File: config.mk
export PLATFORM = sky130hd
export DESIGN_NAME = encoder_speed_pid_core_flat
export DESIGN_NICKNAME = d
export VERILOG_FILES = /design/src/hdl/espid_pkg.sv /design/src/hdl/espid_req_if.sv /design/src/hdl/espid_rsp_if.sv /design/src/hdl/espid_err.sv /design/src/hdl/espid_mac.sv /design/src/hdl/encoder_speed_pid_core.sv /design/src/flat_wrapper.sv
export SDC_FILE = /design/constraint.sdc
export NUM_CORES = 2
export LEC_CHECK = 0
export ABC_AREA = 0
export BUFFER_PORTS_ARGS = -buffer_cell sky130_fd_sc_hd__clkbuf_2
export CORE_MARGIN = 2
export CORE_UTILIZATION = 55
export DETAILED_ROUTE_END_ITERATION = 12
export PLACE_DENSITY = 0.71
export SKIP_LAST_GASP = 1
export SLEW_MARGIN = 20
export SYNTH_ARGS = -nofsm -noshare
export SYNTH_HDL_FRONTEND = slang
export SYNTH_SLANG_ARGS = --single-unit
File: constraint.sdc
create_clock -name clock -period 16.2 [get_ports clock]
set_clock_uncertainty 0.1 [all_clocks]
set_input_delay 1.62 -clock clock [delete_from_list [all_inputs] [get_ports clock]]
set_output_delay 1.62 -clock clock [all_outputs]
set_load 0.01 [all_outputs]
File: src/hdl/espid_pkg.sv
`timescale 1ns / 1ps

package espid_pkg;

   localparam int COUNT_W    = 16;
   localparam int SETPOINT_W = 16;
   localparam int GAIN_W     = 16;
   localparam int LIMIT_W    = 31;
   localparam int ERR_W      = 18;
   localparam int DELTA_W    = ERR_W + 1;
   localparam int INTEG_W    = 32;
   localparam int DRIVE_W    = 32;
   localparam int CSR_IDX_W  = 3;
   localparam int CSR_DATA_W = 31;

   // Counts at or above the fold point are read as the counter running backward.
   localparam logic [COUNT_W-1:0] FOLD_POINT    = COUNT_W'(500);
   localparam logic [ERR_W-1:0]   COUNT_MODULUS = ERR_W'(1000);

   localparam logic signed [SETPOINT_W-1:0] SETPOINT_RESET = SETPOINT_W'(90);
   localparam logic [LIMIT_W-1:0]           LIMIT_RESET    = {LIMIT_W{1'b1}};

   typedef enum logic [CSR_IDX_W-1:0] {
      CSR_SETPOINT       = 3'd0,
      CSR_GAIN_P         = 3'd1,
      CSR_GAIN_I         = 3'd2,
      CSR_GAIN_D         = 3'd3,
      CSR_INTEGRAL_LIMIT = 3'd4
   } csr_index_type;

   // Values handed from the error stage to the multiply stage.
   typedef struct packed {
      logic signed [ERR_W-1:0]   error;
      logic signed [INTEG_W-1:0] integral;
      logic signed [DELTA_W-1:0] delta;
      logic                      force_zero;
   } mid_type;

endpackage

File: src/hdl/espid_req_if.sv
`timescale 1ns / 1ps

interface espid_req_if;
   import espid_pkg::*;

   logic               valid;
   logic               ready;
   logic [COUNT_W-1:0] encoder_count;
   logic               clear_integral;

   modport source (output valid, output encoder_count, output clear_integral, input ready);
   modport sink (input valid, input encoder_count, input clear_integral, output ready);
endinterface

File: src/hdl/espid_rsp_if.sv
`timescale 1ns / 1ps

interface espid_rsp_if;
   import espid_pkg::*;

   logic                      valid;
   logic                      ready;
   logic signed [DRIVE_W-1:0] drive_value;

   modport source (output valid, output drive_value, input ready);
   modport sink (input valid, input drive_value, output ready);
endinterface

File: src/hdl/espid_err.sv
`timescale 1ns / 1ps

module espid_err (
   input  logic [espid_pkg::COUNT_W-1:0]           count,
   input  logic                                    clear,
   input  logic signed [espid_pkg::SETPOINT_W-1:0] setpoint,
   input  logic [espid_pkg::LIMIT_W-1:0]           limit,
   input  logic signed [espid_pkg::INTEG_W-1:0]    integral,
   input  logic signed [espid_pkg::ERR_W-1:0]      last_error,
   output espid_pkg::mid_type                      mid,
   output logic signed [espid_pkg::INTEG_W-1:0]    integral_next
);
   import espid_pkg::*;

   localparam logic signed [INTEG_W:0] INTEG_MIN = {2'b11, {(INTEG_W-1){1'b0}}};

   logic                      fold;
   logic signed [ERR_W-1:0]   count_ext;
   logic signed [ERR_W-1:0]   setpoint_ext;
   logic signed [ERR_W-1:0]   error;
   logic signed [INTEG_W-1:0] base;
   logic signed [INTEG_W:0]   sum;
   logic signed [INTEG_W:0]   limit_ext;
   logic signed [INTEG_W-1:0] clamped;
   logic                      setpoint_zero;

   assign fold         = (count >= FOLD_POINT);
   assign count_ext    = {{(ERR_W-COUNT_W){1'b0}}, count};
   assign setpoint_ext = {{(ERR_W-SETPOINT_W){setpoint[SETPOINT_W-1]}}, setpoint};

   // The sum always lands inside 18 signed bits, so wrapping arithmetic is exact.
   assign error = fold ? (setpoint_ext - COUNT_MODULUS + count_ext)
                       : (setpoint_ext - count_ext);

   assign base      = clear ? '0 : integral;
   assign sum       = {base[INTEG_W-1], base} + {{(INTEG_W+1-ERR_W){error[ERR_W-1]}}, error};
   assign limit_ext = {{(INTEG_W+1-LIMIT_W){1'b0}}, limit};

   always_comb begin
      priority if (sum > limit_ext) begin
         clamped = limit_ext[INTEG_W-1:0];
      end else if (sum < INTEG_MIN) begin
         clamped = INTEG_MIN[INTEG_W-1:0];
      end else begin
         clamped = sum[INTEG_W-1:0];
      end
   end

   assign setpoint_zero = (setpoint == '0);

   assign mid.error      = error;
   assign mid.integral   = clamped;
   assign mid.delta      = {error[ERR_W-1], error} - {last_error[ERR_W-1], last_error};
   assign mid.force_zero = setpoint_zero;

   assign integral_next = setpoint_zero ? '0 : clamped;
endmodule

File: src/hdl/espid_mac.sv
`timescale 1ns / 1ps

module espid_mac (
   input  espid_pkg::mid_type                   mid,
   input  logic signed [espid_pkg::GAIN_W-1:0]  gain_p,
   input  logic signed [espid_pkg::GAIN_W-1:0]  gain_i,
   input  logic signed [espid_pkg::GAIN_W-1:0]  gain_d,
   output logic signed [espid_pkg::DRIVE_W-1:0] drive
);
   import espid_pkg::*;

   localparam int PROD_P_W = GAIN_W + ERR_W;
   localparam int PROD_I_W = GAIN_W + INTEG_W;
   localparam int PROD_D_W = GAIN_W + DELTA_W;
   localparam int ACC_W    = PROD_I_W + 2;
   localparam int FRAC_W   = 8;
   localparam int SHIFT_W  = ACC_W - FRAC_W;

   logic signed [PROD_P_W-1:0] prod_p;
   logic signed [PROD_I_W-1:0] prod_i;
   logic signed [PROD_D_W-1:0] prod_d;
   logic signed [ACC_W-1:0]    acc;
   logic signed [SHIFT_W-1:0]  shifted;
   logic                       fits;

   assign prod_p = gain_p * mid.error;
   assign prod_i = gain_i * mid.integral;
   assign prod_d = gain_d * mid.delta;

   assign acc = ACC_W'(prod_p) + ACC_W'(prod_i) + ACC_W'(prod_d);

   // Dropping the fraction bits of a two's complement value rounds toward minus infinity.
   assign shifted = acc[ACC_W-1:FRAC_W];

   // The value fits when every bit above the result's sign matches that sign.
   assign fits = (shifted[SHIFT_W-1:DRIVE_W-1] == '0) ||
                 (shifted[SHIFT_W-1:DRIVE_W-1] == '1);

   always_comb begin
      priority if (mid.force_zero) begin
         drive = '0;
      end else if (fits) begin
         drive = shifted[DRIVE_W-1:0];
      end else if (shifted[SHIFT_W-1]) begin
         drive = {1'b1, {(DRIVE_W-1){1'b0}}};
      end else begin
         drive = {1'b0, {(DRIVE_W-1){1'b1}}};
      end
   end
endmodule

File: src/hdl/encoder_speed_pid_core.sv
`timescale 1ns / 1ps

// Channel   Direction  Payload                          Handshake
// req_if    in         encoder_count, clear_integral    valid / ready
// rsp_if    out        drive_value                      valid / ready
// csr_*     in         csr_index, csr_wdata             csr_write_en, no stall
//
// A transaction is accepted every cycle while the result side keeps up.
// The error and integral update happen on the accepting edge, which also loads
// mid_ff; the three gain multiplies and the saturation work on mid_ff and load
// drive_ff, whose value is the result offered on rsp_if.
// One stage buffers a request while a result waits.
// Reset is synchronous; req_if.ready stays low while reset is high.

module encoder_speed_pid_core (
   input  logic                                  clock,
   input  logic                                  reset,
   espid_req_if.sink                             req_if,
   espid_rsp_if.source                           rsp_if,
   input  logic                                  csr_write_en,
   input  logic [espid_pkg::CSR_IDX_W-1:0]       csr_index,
   input  logic [espid_pkg::CSR_DATA_W-1:0]      csr_wdata
);
   import espid_pkg::*;

   logic signed [SETPOINT_W-1:0] setpoint_ff;
   logic signed [GAIN_W-1:0]     gain_p_ff;
   logic signed [GAIN_W-1:0]     gain_i_ff;
   logic signed [GAIN_W-1:0]     gain_d_ff;
   logic [LIMIT_W-1:0]           limit_ff;

   logic signed [INTEG_W-1:0]    integral_ff;
   logic signed [INTEG_W-1:0]    integral_in;
   logic signed [ERR_W-1:0]      last_error_ff;

   mid_type                      mid_ff;
   mid_type                      mid_in;
   logic                         mid_valid_ff;

   logic                         rsp_valid_ff;
   logic signed [DRIVE_W-1:0]    drive_ff;
   logic signed [DRIVE_W-1:0]    drive_in;

   logic                         out_move;
   logic                         mid_move;
   logic                         accept;

   assign out_move      = !rsp_valid_ff || rsp_if.ready;
   assign mid_move      = !mid_valid_ff || out_move;
   assign req_if.ready  = mid_move && !reset;
   assign accept        = req_if.valid && req_if.ready;

   assign rsp_if.valid       = rsp_valid_ff;
   assign rsp_if.drive_value = drive_ff;

   espid_err u_err (
      .count         (req_if.encoder_count),
      .clear         (req_if.clear_integral),
      .setpoint      (setpoint_ff),
      .limit         (limit_ff),
      .integral      (integral_ff),
      .last_error    (last_error_ff),
      .mid           (mid_in),
      .integral_next (integral_in)
   );

   espid_mac u_mac (
      .mid    (mid_ff),
      .gain_p (gain_p_ff),
      .gain_i (gain_i_ff),
      .gain_d (gain_d_ff),
      .drive  (drive_in)
   );

   always_ff @(posedge clock) begin
      if (reset) begin
         setpoint_ff   <= SETPOINT_RESET;
         gain_p_ff     <= '0;
         gain_i_ff     <= '0;
         gain_d_ff     <= '0;
         limit_ff      <= LIMIT_RESET;
         integral_ff   <= '0;
         last_error_ff <= '0;
         mid_valid_ff  <= 1'b0;
         rsp_valid_ff  <= 1'b0;
      end else begin
         if (csr_write_en) begin
            unique case (csr_index)
               CSR_SETPOINT:       setpoint_ff <= csr_wdata[SETPOINT_W-1:0];
               CSR_GAIN_P:         gain_p_ff   <= csr_wdata[GAIN_W-1:0];
               CSR_GAIN_I:         gain_i_ff   <= csr_wdata[GAIN_W-1:0];
               CSR_GAIN_D:         gain_d_ff   <= csr_wdata[GAIN_W-1:0];
               CSR_INTEGRAL_LIMIT: limit_ff    <= csr_wdata[LIMIT_W-1:0];
               default: ;
            endcase
         end
         // Loop state moves on the accepting edge so the next transaction sees it.
         if (accept) begin
            integral_ff   <= integral_in;
            last_error_ff <= mid_in.error;
         end
         if (mid_move) begin
            mid_valid_ff <= accept;
         end
         if (out_move) begin
            rsp_valid_ff <= mid_valid_ff;
         end
      end
   end

   always_ff @(posedge clock) begin
      if (accept) begin
         mid_ff <= mid_in;
      end
      if (out_move && mid_valid_ff) begin
         drive_ff <= drive_in;
      end
   end
endmodule

File: src/flat_wrapper.sv
// flat-port wrapper written by rule: the top's interface ports become plain ports
module encoder_speed_pid_core_flat import espid_pkg::*;
  (clock, reset, csr_write_en, csr_index, csr_wdata, req_if_valid, req_if_encoder_count, req_if_clear_integral, req_if_ready, rsp_if_valid, rsp_if_drive_value, rsp_if_ready);
  espid_req_if req_if_i ();
  espid_rsp_if rsp_if_i ();
  input  logic clock;
  input  logic reset;
  input  logic csr_write_en;
  input  logic [espid_pkg::CSR_IDX_W-1:0] csr_index;
  input  logic [espid_pkg::CSR_DATA_W-1:0] csr_wdata;
  input wire logic [$bits(req_if_i.valid)-1:0] req_if_valid;
  input wire logic [$bits(req_if_i.encoder_count)-1:0] req_if_encoder_count;
  input wire logic [$bits(req_if_i.clear_integral)-1:0] req_if_clear_integral;
  output wire logic [$bits(req_if_i.ready)-1:0] req_if_ready;
  output wire logic [$bits(rsp_if_i.valid)-1:0] rsp_if_valid;
  output wire logic [$bits(rsp_if_i.drive_value)-1:0] rsp_if_drive_value;
  input wire logic [$bits(rsp_if_i.ready)-1:0] rsp_if_ready;
  assign req_if_i.valid = req_if_valid;
  assign req_if_i.encoder_count = req_if_encoder_count;
  assign req_if_i.clear_integral = req_if_clear_integral;
  assign req_if_ready = req_if_i.ready;
  assign rsp_if_valid = rsp_if_i.valid;
  assign rsp_if_drive_value = rsp_if_i.drive_value;
  assign rsp_if_i.ready = rsp_if_ready;
  encoder_speed_pid_core u_core (.clock(clock), .reset(reset), .req_if(req_if_i), .rsp_if(rsp_if_i), .csr_write_en(csr_write_en), .csr_index(csr_index), .csr_wdata(csr_wdata));
endmodule
### After elaboration in Yosys (flattened, before gate mapping)

Index checks and enable logic that the tools add are counted.

* latch bits: 0
* bits of input ports: 56
* output and inout port bits: 34
* register bits after elaboration: 249
* bits in writable memories: 0
* logic and storage cells: 56
* bits in read-only memories: 0
* memories: 0

* order comparisons: 3
* div/mod/pow operators: 0
* add/sub/neg operators: 7
* bitwise operators: 0
* mux-type cells: 7
* shift-type cells: 0
* multipliers: 3
* reductions and logical operators: 17
* eq/ne operators: 5

Operators with widths (number)
* two-way mux 32 bit: 6
* adder 49 x 35 -> 50 bit: 1
* adder 34 x 48 -> 49 bit: 1
* multiplier 16 x 32 -> 48 bit: 1
* multiplier 16 x 19 -> 35 bit: 1
* multiplier 16 x 18 -> 34 bit: 1
* adder 32 x 18 -> 33 bit: 1
* greater-than comparator 33 x 32 -> 1 bit: 1
* less-than comparator 33 x 32 -> 1 bit, second input constant: 1
* subtractor 18 x 18 -> 19 bit: 1
* adder 17 x 17 -> 18 bit: 1
* two-way mux 18 bit: 1
* subtractor 16 x 17 -> 18 bit: 1
* subtractor 16 x 11 -> 17 bit, second input constant: 1
* >= comparator 16 x 9 -> 1 bit, second input constant: 1
* zero test 16 bit: 1
* == test 11 bit, second input constant: 1
* zero test 11 bit: 1
* AND reduction 2 bit: 5
* == test 3 x 2 -> 1 bit, second input constant: 2
* == test 3 x 1 -> 1 bit, second input constant: 1
* == test 3 bit, second input constant: 1
* logical AND 1 bit: 3
* zero test 1 bit: 3
* 2 further kinds: 4

### Logic depth before layout (Yosys ltp)

* word-level depth: 8
* mapped depth: 39
* depth with buffers taken out: 37

### Hierarchy

Synthesis repeated with hierarchy kept, for this count alone.

* cells, all modules: 6205
* area total of the unflattened synthesis: 58069.4 sq um

Modules (own cells, without submodules)
* espid_mac: instances 1, cells each 4622, area each 43007.5 sq um
* encoder_speed_pid_core: instances 1, cells each 665, area each 8549.4 sq um
* espid_err: instances 1, cells each 918, area each 6512.5 sq um

### Least setup slack after synthesis

No wires, ideal clock.

* path kind: flip-flop to flip-flop
* from: register u_core.mid_ff[19] (netlist bit)
* to: register u_core.drive_ff[3] (netlist: u_core.rsp_if.drive_value[3]), data pin
* stages on the path, launching flop included: 28
* data required time: 15830 ps
* setup time: 270 ps
* clock period less this slack: 9311 ps
* data arrival time: 8941 ps
* slack: 6889 ps
* cells stage by stage: edfxtp_1 > clkbuf_1 > nand2_1 > fa_1 > fa_1 > fa_1 > fa_1 > inv_1 > fa_1 > fa_1 > fa_1 > fa_1 > inv_1 > fa_1 > inv_1 > ha_1 > a21o_1 > o21a_1 > a211oi_1 > o21ai_0 > or2_1 > a31o_2 > o311a_1 > mux2_4 > o211ai_2 > o41ai_4 > buf_6 > a21oi_1

* cells in the longest elaborated chain, start to end: 5
* elaborated cells on any way between the ends: 7

Ends and longest elaborated chain
* start, declared: line encoder_speed_pid_core.sv:36 `mid_type mid_ff;`
* start signal, assigned: line encoder_speed_pid_core.sv:113 `mid_ff <= mid_in;`
* multiplier 16 x 19 -> 35 bit (*): line espid_mac.sv:28 `assign prod_d = gain_d * mid.delta;`
* adder 49 x 35 -> 50 bit (*): line espid_mac.sv:30 `assign acc = ACC_W'(prod_p) + ACC_W'(prod_i) + ACC_W'(prod_d);`
* == test 11 bit / zero test 11 bit (equally long branches): line espid_mac.sv:37, espid_mac.sv:36
* logical OR 1 bit: line espid_mac.sv:36 `assign fits = (shifted[SHIFT_W-1:DRIVE_W-1] == '0) ||`
* two-way mux 32 bit (*): line espid_mac.sv:42 `end else if (fits) begin`
* end signal, assigned: line encoder_speed_pid_core.sv:116 `drive_ff <= drive_in;`
* end, declared: line encoder_speed_pid_core.sv:41 `logic signed [DRIVE_W-1:0] drive_ff;`

Mark *: on every way between the ends. The rest lies on a longest branch, timed or not.
A chain may end at the register's enable or synchronous reset.

### Final worst setup path

* from: register u_core.gain_d_ff[0]
* to: register u_core.drive_ff[3] (netlist: u_core.rsp_if.drive_value[3]), data pin

* cells in the longest elaborated chain, start to end: 5
* elaborated cells on any way between the ends: 7

Ends and longest elaborated chain
* start, declared: line encoder_speed_pid_core.sv:29 `logic signed [GAIN_W-1:0] gain_d_ff;`
* start signal, assigned: line encoder_speed_pid_core.sv:92 `CSR_GAIN_D: gain_d_ff <= csr_wdata[GAIN_W-1:0];`
* multiplier 16 x 19 -> 35 bit (*): line espid_mac.sv:28
* adder 49 x 35 -> 50 bit (*): line espid_mac.sv:30
* == test 11 bit / zero test 11 bit (equally long branches): line espid_mac.sv:37, espid_mac.sv:36
* logical OR 1 bit: line espid_mac.sv:36
* two-way mux 32 bit (*): line espid_mac.sv:42

Marked as above.

==> key figures <==
Yosys
  – Synth Area in Adders: 0.542
  – Post-synth top area share: 0.463
  – Complex-gate fraction of the synthesized area: 0.0632
  – Most frequent cell after synthesis: inv_1
  – Simple-gate portion of the synthesized area: 0.151
  – Top cells by count, synth: 1,492 x inv_1, 1,307 x fa_1, 858 x nand2_1
  – Cell area after synthesis: 56,600 µm²
  – Netlist cell types: 90
  – Synthesized netlist cell count: 6,063
  – FF+latch count, synth: 249
  – Number of synthesized flops with an enable pin: 102
  – Synth Warn #: 0
  – Top cells by area, synth: fa_1 46%, inv_1 9.9%, ha_1 7.9%, nand2_1 5.7%, edfxtp_1 5.4%
  – Syn avg cell area: 9.33 µm²
  – Area leader, netlist: fa_1
  – Sequential-to-total area share from yosys stat: 0.106
  – Post-Synth XOR/XNOR Area: 0.0184
  – Mapped Nets: 7,784
  – Main combinational cell family by area after synthesis: adder cells
  – Post-synthesis mux area share: 0.00237
  – Synth Flop Type: dfxtp_1
  – Asr flop ratio synth: 0

Layout
  – Non-Filler Cell Area, Final: 59,100 µm²
  – Nets: 7,698
  – Fill count: 8,995
  – Share of post-route cells with drive strength above 1: 0.0497
  – Layout area overhead: 4.45%

STA
  – Max Slew Vio Count: 0
  – Fmax: 93.7 MHz
  – Relative slew slack: 0.164
  – Period utilization: 0.659
  – Slew @ Worst Pin: 1.25 ns
  – Final setup vio count: 0
  – Endpoints failing hold: 0
  – RSZ-0062 raised after global routing: no
  – Total Neg Setup Slack: 0 ns
  – Min Tclk post-route: 10.67 ns

Worst setup path
  – Critical path type: reg2reg
  – Worst EP arrival: 10.91 ns
  – Crit start category: flip-flop
  – Endpoint class of the critical path: flip-flop
  – Crit-path max FO: 31
  – CP dominant cell by count: fa_1
  – Max incr delay on CP: 1.01 ns
  – Req. time, crit path: 16.43 ns
  – Slowest cell on the critical path: fa_1

CTS
  – TritonCTS clock tree: built
  – Post_cts resized: 0
  – Postcts setup bufs: 0
  – Clock latency on the worst-skew pair: 0.63 ns
  – CTS Buf Count: 30
  – Max clock buf depth: 3
  – Clock Tree Root: clkbuf_16
  – H-tree depth: 1
  – CTS Hold Bufs: 0
  – CTS sink cnt: 249
  – Register clock-pin slew on the reported worst setup and hold paths: 0.06 ns

Routing
  – DRC Markers: 0
  – Post-Route WL: 151,000 µm
  – Via density: 5.47
  – Post-route ant nets: 0
  – Vias: 40,300
  – 1st-iter DRT viols: 2,891
  – Pre-antenna DRT Iters: 5
  – Wire length per cell: 20.5 µm

Placement
  – Placed cell area: 58,100 µm²
  – Placer Congestion: 0.951
  – Detailed Place HPWL: 126,000 µm
  – Port buffer count: 89

Power
  – Int Pwr: 2.07 mW
  – Combinational Power Share: 0.603
  – Max VDD drop: 0.0899 mV
  – Sw frac: 0.483
  – Pwr/cell area: 67.6 nW/µm²
  – Share of power burned in registers: 0.227
  – Net Sw Power: 1.93 mW
  – Pleak: 30.3 nW
  – Clock power share: 0.171

GRT
  – Vias in the first global route: 44,300
  – Initial antenna violation count: 4
  – GRT overflow: 0
  – Global-route total usage across every layer: 0.299
  – Largest net degree at the start of global routing: 89
  – First-pass GRT wire length: 245,000 µm

Floorplan
  – Die area: 105,000 µm²
  – CORE AREA: 102,000 µm²
  – Die width: 325 µm
  – Row cnt: 117
  – I/O pin count: 90
  – Starting Density: 0.555
  – Die Height: 325 µm

Run
  – Max-cap violations: 0

Min path
  – Worst hold path class: reg2reg

Status
  – Status: complete, no violations
==> path summary, 6_finish.rpt <==
path	depth (start not counted)	slack (ns)	to	startpoint
max reg2reg	28	5.53	u_core.rsp_if.drive_value[3]	u_core.gain_d_ff[0]
min reg2reg	2	0.35	u_core.gain_i_ff[7]	u_core.gain_i_ff[7]
min	2	0.35	u_core.gain_i_ff[7]	u_core.gain_i_ff[7]
max	28	5.53	u_core.rsp_if.drive_value[3]	u_core.gain_d_ff[0]
==> layout by cell type (no fill, tap or decap), types with 39 or more instances in the layout <==
cell type     n
inv_1      1491
fa_1       1306
a21oi_1     180
o21ai_0      66
xnor2_1      80
nand2_1     858
nor2b_1      72
nand3_1      57
nand3b_1     39
and2_1      454
dfxtp_1     139
a21o_1       44
clkbuf_2     88
ha_1        358
buf_4        44
nor2_1      120
edfxtp_1    102
==> power groups by stage <==
| stage | Sequential, mW | Combinational (mW) | Clock [mW] |
|---|---|---|---|
| after detailed placement | 0.917 | 2.39 | 0 |
| after global routing | 0.912 | 2.69 | 0.718 |
| final | 0.906 | 2.41 | 0.681 |
| after global placement | 0.916 | 2.34 | 0 |
| after floorplan | 0.829 | 1.76 | 0 |
| after CTS | 0.904 | 2.40 | 0.693 |
==> routing by layer <==
metal / track usage / routed length [µm]
met1: 0.383 / 59200
met2: 0.496 / 71700
met3: 0.0489 / 11200
met4: 0.143 / 8710
met5: 0 / 0
==> sequential cells by signal, indices dropped and copies added, names as in the netlist, 16 cells and up <==
register,count
u_core.mid_ff,70
u_core.gain_d_ff,16
u_core.gain_i_ff,16
u_core.last_error_ff,18
u_core.rsp_if.drive_value,32
u_core.setpoint_ff,16
u_core.limit_ff,31
u_core.integral_ff,32
u_core.gain_p_ff,16
==> worst max-delay path: cells and delay by family (launching register included) <==
kind	cells	cell delay, ns
adder cells (fa/ha/maj)	10	5.57
AO/OA/AOI/OAI	9	1.79
buffers and inverters	6	1.03
AND/OR/NAND/NOR	2	0.90
flip-flops	1	0.77
multiplexers	1	0.21
==> final cells by class <==
cell class,instances,area [µm²],area share
multi-input cells,4070,44000,0.744
inverters,1492,5600,0.0948
clock inverters,14,158,0.00267
clock buffers,41,822,0.0139
diodes,2,5.00,0.0000847
well taps,1368,1710,0.0290
flip-flops and latches,249,6020,0.102
repair buffers,134,811,0.0137
==> kinds of logic (layout without fill, tap and decap cells) <==
logic type | count (synthesis) | in the layout
other | 0 | 2
muxes | 12 | 12
DFF | 249 | 249
and+or+nand+nor | 1749 | 1749
xor gates and xnor gates | 119 | 119
adders and majority gates | 1665 | 1665
buffers and inverters | 1744 | 1681
AOI/OAI and AO/OA | 525 | 525
==> per-stage QoR <==
| stage | std cells | hold WS, ns | power, mW | utilization | worst slack, ns |
|---|---|---|---|---|---|
| after global placement | 7311 | 0.339 | 3.26 | 0.570 | 5.76 |
| after CTS | 7366 | 0.354 | 4.00 | 0.579 | 5.56 |
| final | 7370 | 0.352 | 4.00 | 0.580 | 5.53 |
| after detailed placement | 7311 | 0.345 | 3.31 | 0.570 | 5.58 |
| after floorplan | 6063 | 0.327 | 2.59 | - | 6.89 |
| after global routing | 7370 | 0.375 | 4.32 | 0.580 | 4.84 |
No activity file was read; power rests on OpenSTA's default activity.
